$ cat src/rtl/analog_ladder_button_debounce_defines.svh
// -----------------------------------------------------------------------------
// Assertion macros for the ladder keypad decoder
// Concurrent checks clocked on clk and disabled while arst_n is low.
// -----------------------------------------------------------------------------
`ifndef ANALOG_LADDER_BUTTON_DEBOUNCE_DEFINES_SVH
`define ANALOG_LADDER_BUTTON_DEBOUNCE_DEFINES_SVH

// Same-cycle implication.
`define ALBD_ASSERT_IMP(label, ante, cons) \
	label: assert property (@(posedge clk) disable iff (!arst_n) (ante) |-> (cons)) \
		else $error("albd: same-cycle check failed");

// Next-cycle implication.
`define ALBD_ASSERT_NXT(label, ante, cons) \
	label: assert property (@(posedge clk) disable iff (!arst_n) (ante) |=> (cons)) \
		else $error("albd: next-cycle check failed");

`endif

$ cat src/rtl/albd_pkg.sv
// -----------------------------------------------------------------------------
// albd_pkg
// Shared widths, defaults and types for the ladder keypad decoder.
// -----------------------------------------------------------------------------
package albd_pkg;

	localparam int CH_W      = 3;   // channel field width
	localparam int SMP_W     = 12;  // ADC sample width
	localparam int LVL_W     = 12;  // one button level
	localparam int CFG_W     = 63;  // one level register
	localparam int CFG_IDX_W = 3;   // register index width
	localparam int USED_LSB  = 60;  // used level count position
	localparam int USED_W    = 3;
	localparam int CNT_W     = 3;   // debounce counter width
	localparam int PRESS_W   = 5;   // pressed mask width
	localparam int CMP_W     = 13;  // sample plus window, no overflow

	localparam int CHANNELS_DEF           = 8;
	localparam int LEVELS_PER_CHANNEL_DEF = 5;
	localparam int WINDOW_DEF             = 100;
	localparam int DEBOUNCE_DEF           = 5;

	typedef struct packed {
		logic [CNT_W-1:0] cnt;
		logic             flag;
	} slot_state_t;

endpackage

$ cat src/rtl/albd_cfg_regs.sv
// -----------------------------------------------------------------------------
// albd_cfg_regs
// Per-channel level registers with one write port and one channel read port.
// -----------------------------------------------------------------------------
module albd_cfg_regs #(
	parameter int CHANNELS           = albd_pkg::CHANNELS_DEF,
	parameter int LEVELS_PER_CHANNEL = albd_pkg::LEVELS_PER_CHANNEL_DEF,
	localparam int CH_IW             = (CHANNELS > 1) ? $clog2(CHANNELS) : 1
) (
	input  logic                          clk,
	input  logic                          arst_n,
	input  logic                          wr_en,
	input  logic [albd_pkg::CFG_IDX_W-1:0] wr_index,
	input  logic [albd_pkg::CFG_W-1:0]     wr_data,
	input  logic [CH_IW-1:0]              rd_ch,
	output logic [albd_pkg::LVL_W-1:0]     rd_level [LEVELS_PER_CHANNEL],
	output logic [albd_pkg::USED_W-1:0]    rd_used
);

	logic [albd_pkg::CFG_W-1:0] regs_q [CHANNELS];
	logic                       wr_hit;

	// Indexes past the implemented channels are dropped.
	assign wr_hit = wr_en && ({1'b0, wr_index} < (albd_pkg::CFG_IDX_W+1)'(CHANNELS));

	always_ff @(posedge clk or negedge arst_n) begin
		if (!arst_n) begin
			for (int i = 0; i < CHANNELS; i++) begin
				regs_q[i] <= '0;
			end
		end else if (wr_hit) begin
			regs_q[wr_index[CH_IW-1:0]] <= wr_data;
		end
	end

	for (genvar k = 0; k < LEVELS_PER_CHANNEL; k++) begin : g_lvl
		assign rd_level[k] = regs_q[rd_ch][albd_pkg::LVL_W*k +: albd_pkg::LVL_W];
	end

	assign rd_used = regs_q[rd_ch][albd_pkg::USED_LSB +: albd_pkg::USED_W];

endmodule

$ cat src/rtl/albd_slot.sv
// -----------------------------------------------------------------------------
// albd_slot
// Window test and debounce counter update for one button level slot.
// -----------------------------------------------------------------------------
module albd_slot #(
	parameter int WINDOW   = albd_pkg::WINDOW_DEF,
	parameter int DEBOUNCE = albd_pkg::DEBOUNCE_DEF
) (
	input  logic [albd_pkg::LVL_W-1:0] level,
	input  logic [albd_pkg::SMP_W-1:0] sample,
	input  albd_pkg::slot_state_t      cur,
	output albd_pkg::slot_state_t      nxt
);

	localparam logic [albd_pkg::CMP_W-1:0] WIN = albd_pkg::CMP_W'(WINDOW);
	localparam logic [albd_pkg::CNT_W-1:0] DEB = albd_pkg::CNT_W'(DEBOUNCE);

	logic [albd_pkg::CMP_W-1:0] smp_x;
	logic [albd_pkg::CMP_W-1:0] lvl_x;
	logic                       in_win;
	logic [albd_pkg::CNT_W-1:0] cnt_n;

	// Clamping the window to the ADC range never changes the outcome,
	// because the sample itself always lies in that range.
	assign smp_x  = {1'b0, sample};
	assign lvl_x  = {1'b0, level};
	assign in_win = (smp_x + WIN >= lvl_x) && (smp_x <= lvl_x + WIN);

	always_comb begin
		nxt = cur;
		if (in_win) begin
			cnt_n = (cur.cnt < DEB) ? cur.cnt + 1'b1 : cur.cnt;
			if (cnt_n == DEB) begin
				nxt.flag = 1'b1;
			end
		end else begin
			cnt_n = (cur.cnt != '0) ? cur.cnt - 1'b1 : cur.cnt;
			if (cnt_n == '0) begin
				nxt.flag = 1'b0;
			end
		end
		nxt.cnt = cnt_n;
	end

endmodule

$ cat src/rtl/analog_ladder_button_debounce.sv
// -----------------------------------------------------------------------------
// analog_ladder_button_debounce
// Resistor ladder keypad decoder with per-button debounce for several channels.
// -----------------------------------------------------------------------------
// Usage:
// An input beat carries one ADC sample and the channel it came from, on
// in_valid / in_ready. Each input beat yields exactly one output beat on
// out_valid / out_ready, carrying the channel and its debounced pressed mask.
// The input beat lands in an input register; when the result register is free
// or being emptied, the slot lanes update that channel's counters and flags
// and the result register loads the channel and its pressed mask.
// One beat is taken every cycle while out_ready is high: the result register
// and the input register are separate, and in_ready stays high whenever the
// input register drains. If the receiver stalls, the result holds, one more
// beat waits in the input register and in_ready drops until out_ready returns.
// Level registers are written on cfg_valid / cfg_ready (always ready), one
// register per channel; write them only while no beats are in flight.
// Reset clears all level registers, counters and pressed flags at once.
// Samples for channels past CHANNELS leave the state untouched and report
// an empty mask.
// -----------------------------------------------------------------------------
`include "analog_ladder_button_debounce_defines.svh"

module analog_ladder_button_debounce #(
	parameter int CHANNELS           = albd_pkg::CHANNELS_DEF,
	parameter int LEVELS_PER_CHANNEL = albd_pkg::LEVELS_PER_CHANNEL_DEF,
	parameter int WINDOW             = albd_pkg::WINDOW_DEF,
	parameter int DEBOUNCE           = albd_pkg::DEBOUNCE_DEF
) (
	input  logic                           clk,
	input  logic                           arst_n,
	// Sample channel
	input  logic                           in_valid,
	output logic                           in_ready,
	input  logic [albd_pkg::CH_W-1:0]      channel,
	input  logic [albd_pkg::SMP_W-1:0]     sample,
	// Result channel
	output logic                           out_valid,
	input  logic                           out_ready,
	output logic [albd_pkg::CH_W-1:0]      out_channel,
	output logic [albd_pkg::PRESS_W-1:0]   pressed,
	// Configuration channel
	input  logic                           cfg_valid,
	output logic                           cfg_ready,
	input  logic [albd_pkg::CFG_IDX_W-1:0] cfg_index,
	input  logic [albd_pkg::CFG_W-1:0]     cfg_data
);

	localparam int CH_IW = (CHANNELS > 1) ? $clog2(CHANNELS) : 1;
	localparam logic [albd_pkg::USED_W-1:0] LEV_MAX = albd_pkg::USED_W'(LEVELS_PER_CHANNEL);

	// Input register.
	logic                       v_s1;
	logic [albd_pkg::CH_W-1:0]  ch_s1;
	logic [albd_pkg::SMP_W-1:0] smp_s1;

	// Result register.
	logic                         out_valid_q;
	logic [albd_pkg::CH_W-1:0]    out_channel_q;
	logic [albd_pkg::PRESS_W-1:0] pressed_q;

	// Debounce state, one row of slots per channel.
	albd_pkg::slot_state_t state_q [CHANNELS][LEVELS_PER_CHANNEL];

	logic                        in_fire;
	logic                        fire;
	logic                        ch_ok;
	logic [CH_IW-1:0]            ch_idx;
	logic [albd_pkg::LVL_W-1:0]  lvl   [LEVELS_PER_CHANNEL];
	logic [albd_pkg::USED_W-1:0] used_raw;
	logic [albd_pkg::USED_W-1:0] used;
	logic [LEVELS_PER_CHANNEL-1:0] slot_on;
	albd_pkg::slot_state_t       cur   [LEVELS_PER_CHANNEL];
	albd_pkg::slot_state_t       nxt   [LEVELS_PER_CHANNEL];
	logic [albd_pkg::PRESS_W-1:0] mask;
	logic                        out_ch_absent;

	// The input register moves forward whenever the result register is free
	// or is being emptied in this cycle.
	assign fire     = v_s1 && (!out_valid_q || out_ready);
	assign in_ready = !v_s1 || fire;
	assign in_fire  = in_valid && in_ready;

	always_ff @(posedge clk or negedge arst_n) begin
		if (!arst_n) begin
			v_s1 <= 1'b0;
		end else if (in_ready) begin
			v_s1 <= in_valid;
		end
	end

	always_ff @(posedge clk) begin
		if (in_fire) begin
			ch_s1  <= channel;
			smp_s1 <= sample;
		end
	end

	assign cfg_ready = 1'b1;

	albd_cfg_regs #(
		.CHANNELS          (CHANNELS),
		.LEVELS_PER_CHANNEL(LEVELS_PER_CHANNEL)
	) u_cfg (
		.clk     (clk),
		.arst_n  (arst_n),
		.wr_en   (cfg_valid),
		.wr_index(cfg_index),
		.wr_data (cfg_data),
		.rd_ch   (ch_idx),
		.rd_level(lvl),
		.rd_used (used_raw)
	);

	assign ch_ok  = ({1'b0, ch_s1} < (albd_pkg::CH_W+1)'(CHANNELS));
	assign ch_idx = ch_s1[CH_IW-1:0];

	// A used count above the slot count is treated as the slot count.
	assign used = (used_raw > LEV_MAX) ? LEV_MAX : used_raw;

	for (genvar k = 0; k < LEVELS_PER_CHANNEL; k++) begin : g_slot
		assign cur[k]     = state_q[ch_idx][k];
		assign slot_on[k] = ch_ok && (albd_pkg::USED_W'(k) < used);

		albd_slot #(
			.WINDOW  (WINDOW),
			.DEBOUNCE(DEBOUNCE)
		) u_slot (
			.level (lvl[k]),
			.sample(smp_s1),
			.cur   (cur[k]),
			.nxt   (nxt[k])
		);
	end

	// Only used slots report; unused and missing slots read zero.
	always_comb begin
		mask = '0;
		for (int k = 0; k < LEVELS_PER_CHANNEL; k++) begin
			mask[k] = slot_on[k] && nxt[k].flag;
		end
	end

	// State of the used slots is committed as the beat moves on, so the next
	// beat for the same channel already sees it.
	always_ff @(posedge clk or negedge arst_n) begin
		if (!arst_n) begin
			for (int c = 0; c < CHANNELS; c++) begin
				for (int k = 0; k < LEVELS_PER_CHANNEL; k++) begin
					state_q[c][k] <= '0;
				end
			end
		end else if (fire) begin
			for (int k = 0; k < LEVELS_PER_CHANNEL; k++) begin
				if (slot_on[k]) begin
					state_q[ch_idx][k] <= nxt[k];
				end
			end
		end
	end

	always_ff @(posedge clk or negedge arst_n) begin
		if (!arst_n) begin
			out_valid_q <= 1'b0;
		end else if (fire) begin
			out_valid_q <= 1'b1;
		end else if (out_ready) begin
			out_valid_q <= 1'b0;
		end
	end

	always_ff @(posedge clk) begin
		if (fire) begin
			out_channel_q <= ch_s1;
			pressed_q     <= mask;
		end
	end

	assign out_valid   = out_valid_q;
	assign out_channel = out_channel_q;
	assign pressed     = pressed_q;

	assign out_ch_absent = ({1'b0, out_channel} >= (albd_pkg::CH_W+1)'(CHANNELS));

	// A beat leaving the input register always shows up as a result.
	`ALBD_ASSERT_NXT(a_fire_to_out, fire, out_valid_q)

	// Channels that are not built never report a pressed button.
	`ALBD_ASSERT_IMP(a_absent_ch_empty, out_valid_q && out_ch_absent, pressed_q == '0)

	// A full counter always carries a set flag and an empty one a clear flag.
	for (genvar k = 0; k < LEVELS_PER_CHANNEL; k++) begin : g_chk
		logic flag_cnt_ok;
		assign flag_cnt_ok =
			((cur[k].cnt != albd_pkg::CNT_W'(DEBOUNCE)) || cur[k].flag) &&
			((cur[k].cnt != '0) || !cur[k].flag);
		`ALBD_ASSERT_IMP(a_flag_cnt, v_s1 && ch_ok, flag_cnt_ok)
	end

endmodule

$ cat config.mk
export PLATFORM = sky130hd
export DESIGN_NAME = analog_ladder_button_debounce
export DESIGN_NICKNAME = d
export VERILOG_FILES = /design/src/rtl/albd_pkg.sv /design/src/rtl/albd_cfg_regs.sv /design/src/rtl/albd_slot.sv /design/src/rtl/analog_ladder_button_debounce.sv
export VERILOG_INCLUDE_DIRS = /design/src /design/src/rtl
export SDC_FILE = /design/constraint.sdc
export NUM_CORES = 1
export LEC_CHECK = 0
export BUFFER_PORTS_ARGS = -buffer_cell sky130_fd_sc_hd__buf_4
export CAP_MARGIN = 10
export CORE_UTILIZATION = 60
export CTS_CLUSTER_DIAMETER = 30
export DETAILED_ROUTE_END_ITERATION = 10
export HOLD_SLACK_MARGIN = 0.03
export PLACE_DENSITY = 0.75
export REMOVE_ABC_BUFFERS = 1
export SYNTH_ARGS = -nofsm -noshare
export SYNTH_HDL_FRONTEND = slang
export SYNTH_SLANG_ARGS = --single-unit
$ cat constraint.sdc
create_clock -name clk -period 5.6 [get_ports clk]
set_clock_uncertainty 0.15 [all_clocks]
set_input_delay 0.84 -clock clk [delete_from_list [all_inputs] [get_ports clk]]
set_output_delay 0.84 -clock clk [all_outputs]
set_load 0.01 [all_outputs]
# --- Word level (Yosys, flattened, before mapping) ---
# Index checks and enable logic that the tools add are counted.
# Widths: inputs -> output; s select.
classes:
  addsub: 16
  order_cmp: 25
  n_eq_ne: 5
  muxes: 66
  bitwise_logic: 2
  n_reduce_logical: 29
op_table:
  columns: ["op", "n"]
  rows:
  - ["$mux 160", 9]
  - ["$bwmux 160", 5]
  - ["$bwmux 504", 1]
  - ["$demux 20 s3", 5]
  - ["$bmux 63 s3", 1]
  - ["$demux 63 s3", 1]
  - ["$mux 63", 3]
  - ["$add 12x7->13 const B", 6]
  - ["$ge 13x12->1", 5]
  - ["$le 12x13->1", 5]
  - ["$bmux 20 s3", 1]
  - ["$mux 20", 3]
  - ["$mux 3", 16]
  - ["$mux 1", 17]
  - ["$mux 16", 1]
  - ["$add 3x1->3 const B", 5]
  - ["$eq 3x3->1 const B", 5]
  - ["$logic_not 3->1", 5]
  - ["$lt 3x3->1 const B", 5]
  - ["$reduce_bool 3->1", 5]
  - ["$sub 3x1->3 const B", 5]
  - ["$logic_and 1x1->1", 14]
  - ["$mux 12", 1]
  - ["$ge 4x4->1 const B", 2]
  - ["other kinds (11)", 17]
word_totals:
  reg_bits: 689
  input_bits: 86
  out_inout_bits: 11

# --- Longest topological paths before layout ---
logic_depth:
  depth_word: 23
  ltp_mapped: 26
  ltp_nobuf: 19

# --- Hierarchy ---
# From an unflattened synthesis, not the netlist that was laid out.
unflattened:
  hier_cells: 2600
  area_unflattened_um2: 36023.3
by_module_without_submodules:
  columns: ["module", "n_inst", "cells_per_inst", "area_per_inst_um2"]
  rows:
  - ["albd_cfg_regs", 1, 1295, 22405.2]
  - ["analog_ladder_button_debounce", 1, 606, 8410.6]
  - ["albd_slot at g_slot[2].u_slot ...", 2, 139, 1044.8]
  - ["albd_slot at g_slot[1].u_slot", 1, 140, 1052.3]
  - ["albd_slot at g_slot[4].u_slot", 1, 139, 1041.0]
  - ["albd_slot at g_slot[0].u_slot", 1, 142, 1024.7]

# --- Least setup slack after synthesis ---
# OpenSTA, ideal clock, no wires.
synth_path:
  kind: "reg2reg"
  from: "reg ch_s1, in the netlist ch_idx[0]"
  to: "reg state_q[158] (netlist bit)"
  setup_ps: 125
  arrival_time_ps: 4828
  required_ps: 5325
  setup_slack_ps: 497
  stages_incl_launch_ff: 23
  n_path_buf: 6
  synth_period_minus_slack_ps: 5103
  path_cell_list: "edfxtp_1 buf_6 buf_6 buf_12 buf_6 buf_6 buf_4 mux4_2 a221oi_1 inv_1 ha_1 inv_1 o21ai_0 xnor2_1 ha_1 a211o_1 nor2_1 a211oi_1 o21ai_0 nor2_1 a211o_1 mux2_4 mux2_2"
synth_between:
  elab_chain_len: 22
  elab_cells_between_ends: 92
  classes_between: "add/sub: 15; order compare: 23; mux: 42; bitwise: 1; reduce/logical: 11"
synth_lines:
  columns: ["item", "line", "source"]
  rows:
  - ["from (decl)", "analog_ladder_button_debounce.sv:54", "logic [albd_pkg::CH_W-1:0] ch_s1;"]
  - ["from (signal assigned)", "analog_ladder_button_debounce.sv:94", "ch_s1 <= channel;"]
  - ["$not 3->4 (implied by the code) (*)", null, null]
  - ["$bmux 63 s3", "albd_cfg_regs.sv:37, albd_cfg_regs.sv:40", null]
  - ["$mux 63 (implied by the code)", "albd_cfg_regs.sv:37", "assign rd_level[k] = regs_q[rd_ch][albd_pkg::LVL_W*k +: albd_pkg::LVL_W];"]
  - ["$mux 63 (implied by the code)", "albd_cfg_regs.sv:40", "assign rd_used = regs_q[rd_ch][albd_pkg::USED_LSB +: albd_pkg::USED_W];"]
  - ["$add 12x7->13", "albd_slot.sv:27", "assign in_win = (smp_x + WIN >= lvl_x) && (smp_x <= lvl_x + WIN);"]
  - ["$le 12x13->1", "albd_slot.sv:27", null]
  - ["$logic_and 1x1->1", "albd_slot.sv:27", null]
  - ["$mux 3", "albd_slot.sv:31", "if (in_win) begin"]
  - ["[6 not listed]", null, null]
  - ["$bwmux 160", "analog_ladder_button_debounce.sv:156", "state_q[ch_idx][k] <= nxt[k];"]
  - ["$mux 160", "analog_ladder_button_debounce.sv:155", "if (slot_on[k]) begin"]
  - ["$mux 160", "analog_ladder_button_debounce.sv:153", "end else if (fire) begin"]
  - ["$bwmux 160", "analog_ladder_button_debounce.sv:156", null]
  - ["$mux 160", "analog_ladder_button_debounce.sv:155", null]
  - ["$mux 160", "analog_ladder_button_debounce.sv:153", null]
  - ["$bwmux 160", "analog_ladder_button_debounce.sv:156", null]
  - ["$mux 160 (*)", "analog_ladder_button_debounce.sv:155", null]
  - ["to (signal, indexed assignment)", "analog_ladder_button_debounce.sv:156", null]
  - ["to (decl)", "analog_ladder_button_debounce.sv:63", "albd_pkg::slot_state_t state_q [CHANNELS][LEVELS_PER_CHANNEL];"]
# Mark *: on every way between the ends. The rest lies on a longest branch, timed or not. The select of a mux whose other input is x is not followed.
# A chain may end at the register's enable or synchronous reset.

# --- Worst setup path in the final report ---
layout_path:
  from: "reg ch_s1, in the netlist ch_idx[2]"
  to: "reg state_q[85] (netlist bit)"
# The elaborated chain is that of the path after synthesis.

==> flow_summary.json <==
{
  "yosys-top-cells-count": "674 x mux2_2, 666 x dfrtp_1, 135 x ha_1",
  "drv_slew": 0,
  "grt_pass1_vias": 26600,
  "synth_area_um2": 35700,
  "grt_pass1_wl_mm": 158,
  "fin_hold_ws_ns": 0.0929,
  "cts_hold_buf": 0,
  "synth.distinct_cells": 102,
  "post-route-period-util_pct": 96.9,
  "crit_type": "reg2reg",
  "crit_fanout": 24,
  "synth_ff_type": "dfrtp_1",
  "cts.sinks": 689,
  "core_area_um2": 58900,
  "synth_xor_area_share_pct": 1.23,
  "ant_nets": 0,
  "cts_max_level": 4,
  "crit_required_ns": 6.09,
  "synth-simple-area-share_pct": 6.24,
  "rsz0062_at_grt": "true",
  "synth_top_family_by_area": "multiplexers",
  "drtPass1Iterations": 6,
  "cp_cell_sequence": "buf_12 > nor2b_2 > buf_4 > a221o_1 > a22oi_1 > nor4_1 > nand2_1 > xnor2_1 > ha_1 > or3_1 > a221oi_1 > a211o_1 > a21oi_1 > a311o_1 > o21ai_1 > mux2_2",
  "netlist.area_leader.share_pct": 46.6,
  "power_density_nw_per_um2": 478,
  "p_leak_nw": 18.6,
  "startpoint_type": "flop",
  "grt_start_max_net_pins": 125,
  "slowest_stage": "nor4_1",
  "grt_overflow": 0,
  "critPathMaxStageDelay_ns": 0.79,
  "die_y_um": 246,
  "hp-class": "in2async",
  "yosys.area.top_type": "dfrtp_1",
  "die_w_um": 246,
  "hold_violations": 0,
  "diodes": 0,
  "syn_area_per_cell_um2": 12.9,
  "cp-end-kind": "flop",
  "initial_core_util_pct": 60.7,
  "io_pins": 97,
  "cts_root_buf": "clkbuf_16",
  "synth_edf_count": 23,
  "finalWorstSetupSlack_ns": 0.173,
  "drc_errors": 0,
  "syn_inst": 2772,
  "multi_input_area_um2": 17300,
  "period_minus_slack_ns": 5.43,
  "final_util_pct": 71.7,
  "fillers": 3876,
  "clockBufferDepth": 3,
  "ir_worst_vdd_v": 0.000368,
  "cts_buffers": 137,
  "maxSlewHeadroom_pct": 24.5,
  "synth-compound-area-share_pct": 9.27,
  "cap_viol_max_count": 0,
  "area_growth_pct": 18.2,
  "via_count": 25100,
  "cts_tree": "yes",
  "synth.most_common_cell": "mux2_2",
  "setup_viol": 0,
  "synthArstFlopShare_pct": 96.7,
  "hpwlAfterDp_mm": 66.2,
  "synthMuxAreaShare_pct": 26.8,
  "synthTopCellsByArea": "dfrtp_1 47%, mux2_2 21%, ha_1 4.7%",
  "io_buffer_count": 95,
  "synthAdderAreaFrac_pct": 4.73,
  "drt_iter0_markers": 1967,
  "layout-drive-gt1-share_pct": 39.2,
  "routabilityCongestion": 0.921,
  "fp-row-count": 89,
  "antenna_found_initial": 2,
  "drt_wl_total_mm": 102,
  "vias_per_cell": 6.55,
  "wl_per_cell_um": 26.7,
  "dieArea_um2": 60500,
  "seq_area_um2": 17400,
  "outcome": "completed",
  "yosysWarnings": 0,
  "pre_cts_slack_ns": 0.153,
  "nets": 3181,
  "arrival_ns": 5.92,
  "finalNonFillerCells": 3837,
  "placed_cells": 3593,
  "synth-seq-cells": 689,
  "clk_transition_reported_paths_ns": 0.05,
  "grtUsageTotal_pct": 34.9,
  "fmax_ghz": 0.184,
  "ys_seq_area_share_pct": 48.6,
  "worstMarginPinSlew_ns": 1.12,
  "clock_latency_ns": 0.73
}
-- worst max-delay path, delay by kind of cell (launching register included) --
family,cells,cell delay (ns)
AOI/OAI and AO/OA,7,1.74
muxes,1,0.27
and+or+nand+nor,4,1.90
buffers and inverters,2,0.49
adders and majority gates,1,0.19
DFF,1,0.41
xor gates and xnor gates,1,0.17
-- path summary, 6_finish.rpt --
path,slack (ns),end,cells after the start,from
max,0.17,state_q[85],16,ch_idx[2]
min,0.09,state_q[91],1,arst_n
max reg2reg,0.17,state_q[85],16,ch_idx[2]
min reg2reg,0.34,state_q[2],2,state_q[2]
max in group asynchronous,3.89,u_cfg.regs_q[134],2,arst_n
min in group clk,0.14,smp_s1[7],1,sample[7]
-- cells by family (layout without fill, tap and decap cells) --
group	count (synthesis)	after routing
buffers and inverters	215	507
muxes	806	806
adders and majority gates	135	135
and+or+nand+nor	425	425
xor gates and xnor gates	50	50
DFF	689	689
AOI/OAI and AO/OA	451	451
other	1	1
-- final cells by class --
cell class	count	share of cell area, %
repair buffers	199	3.97
clock inverters	76	2.26
multi-input cells	1868	40.9
flip-flops and latches	689	41.1
inverters	65	0.577
clock buffers	167	8.88
well taps	773	2.29
-- layout by cell type (no fill, tap or decap), types with 13 or more instances in the layout --
master / instances
a221oi_1: 39
a31oi_1: 14
nor3_1: 30
inv_1: 63
a211oi_1: 17
xor2_1: 20
dfrtp_1: 666
nand4_1: 21
nand3_1: 26
a221o_1: 21
mux2_2: 674
ha_1: 135
bufinv_16: 14
xnor2_1: 30
clkbuf_8: 21
o22ai_1: 21
a21oi_1: 77
o21ai_0: 61
nor2b_1: 19
nand2_1: 111
mux4_2: 44
buf_12: 14
nand2b_1: 28
a22oi_1: 53
nor2_1: 91
mux2i_1: 76
clkinvlp_4: 13
edfxtp_1: 23
clkbuf_16: 137
a22o_1: 18
clkinv_2: 22
buf_4: 184
and2_1: 16
-- per-layer routing --
layer | track usage [%] | share of wire (%)
met1 | 45.7 | 41
met2 | 56.0 | 48
met3 | 6.61 | 6.7
met4 | 16.4 | 4.0
met5 | 0 | 0.021
-- repair_timing --
item,4_1_cts,5_1_grt
gates resized for setup,0,3
endpoints found under the setup margin,0,46
setup buffers,0,1
-- report_power, final --
part           internal (W)  switching [W]
clock network       0.00542        0.00277
logic               0.00236        0.00260
registers           0.00630       0.000720
total                0.0141        0.00609
-- metrics by stage --
| step | instance area (µm²) | TNS, ns | total power (W) |
|---|---|---|---|
| after floorplan | 34900 | -665.54 | 0.0103 |
| after global placement | 37500 | 0 | 0.0116 |
| after detailed placement | 37500 | 0 | 0.0119 |
| after CTS | 42200 | 0 | 0.0202 |
| after global routing | 42300 | -0.00933 | 0.0211 |
| final | 42300 | 0 | 0.0202 |
-- state kept, by name, indices dropped and copies added, names as in the netlist --
signal,count
ch_idx,3
u_cfg.regs_q,504
smp_s1,12
state_q,160
pressed,5
v_s1,1
out_valid,1
out_channel,3
Note: power is estimated with default switching activity, not from simulation.
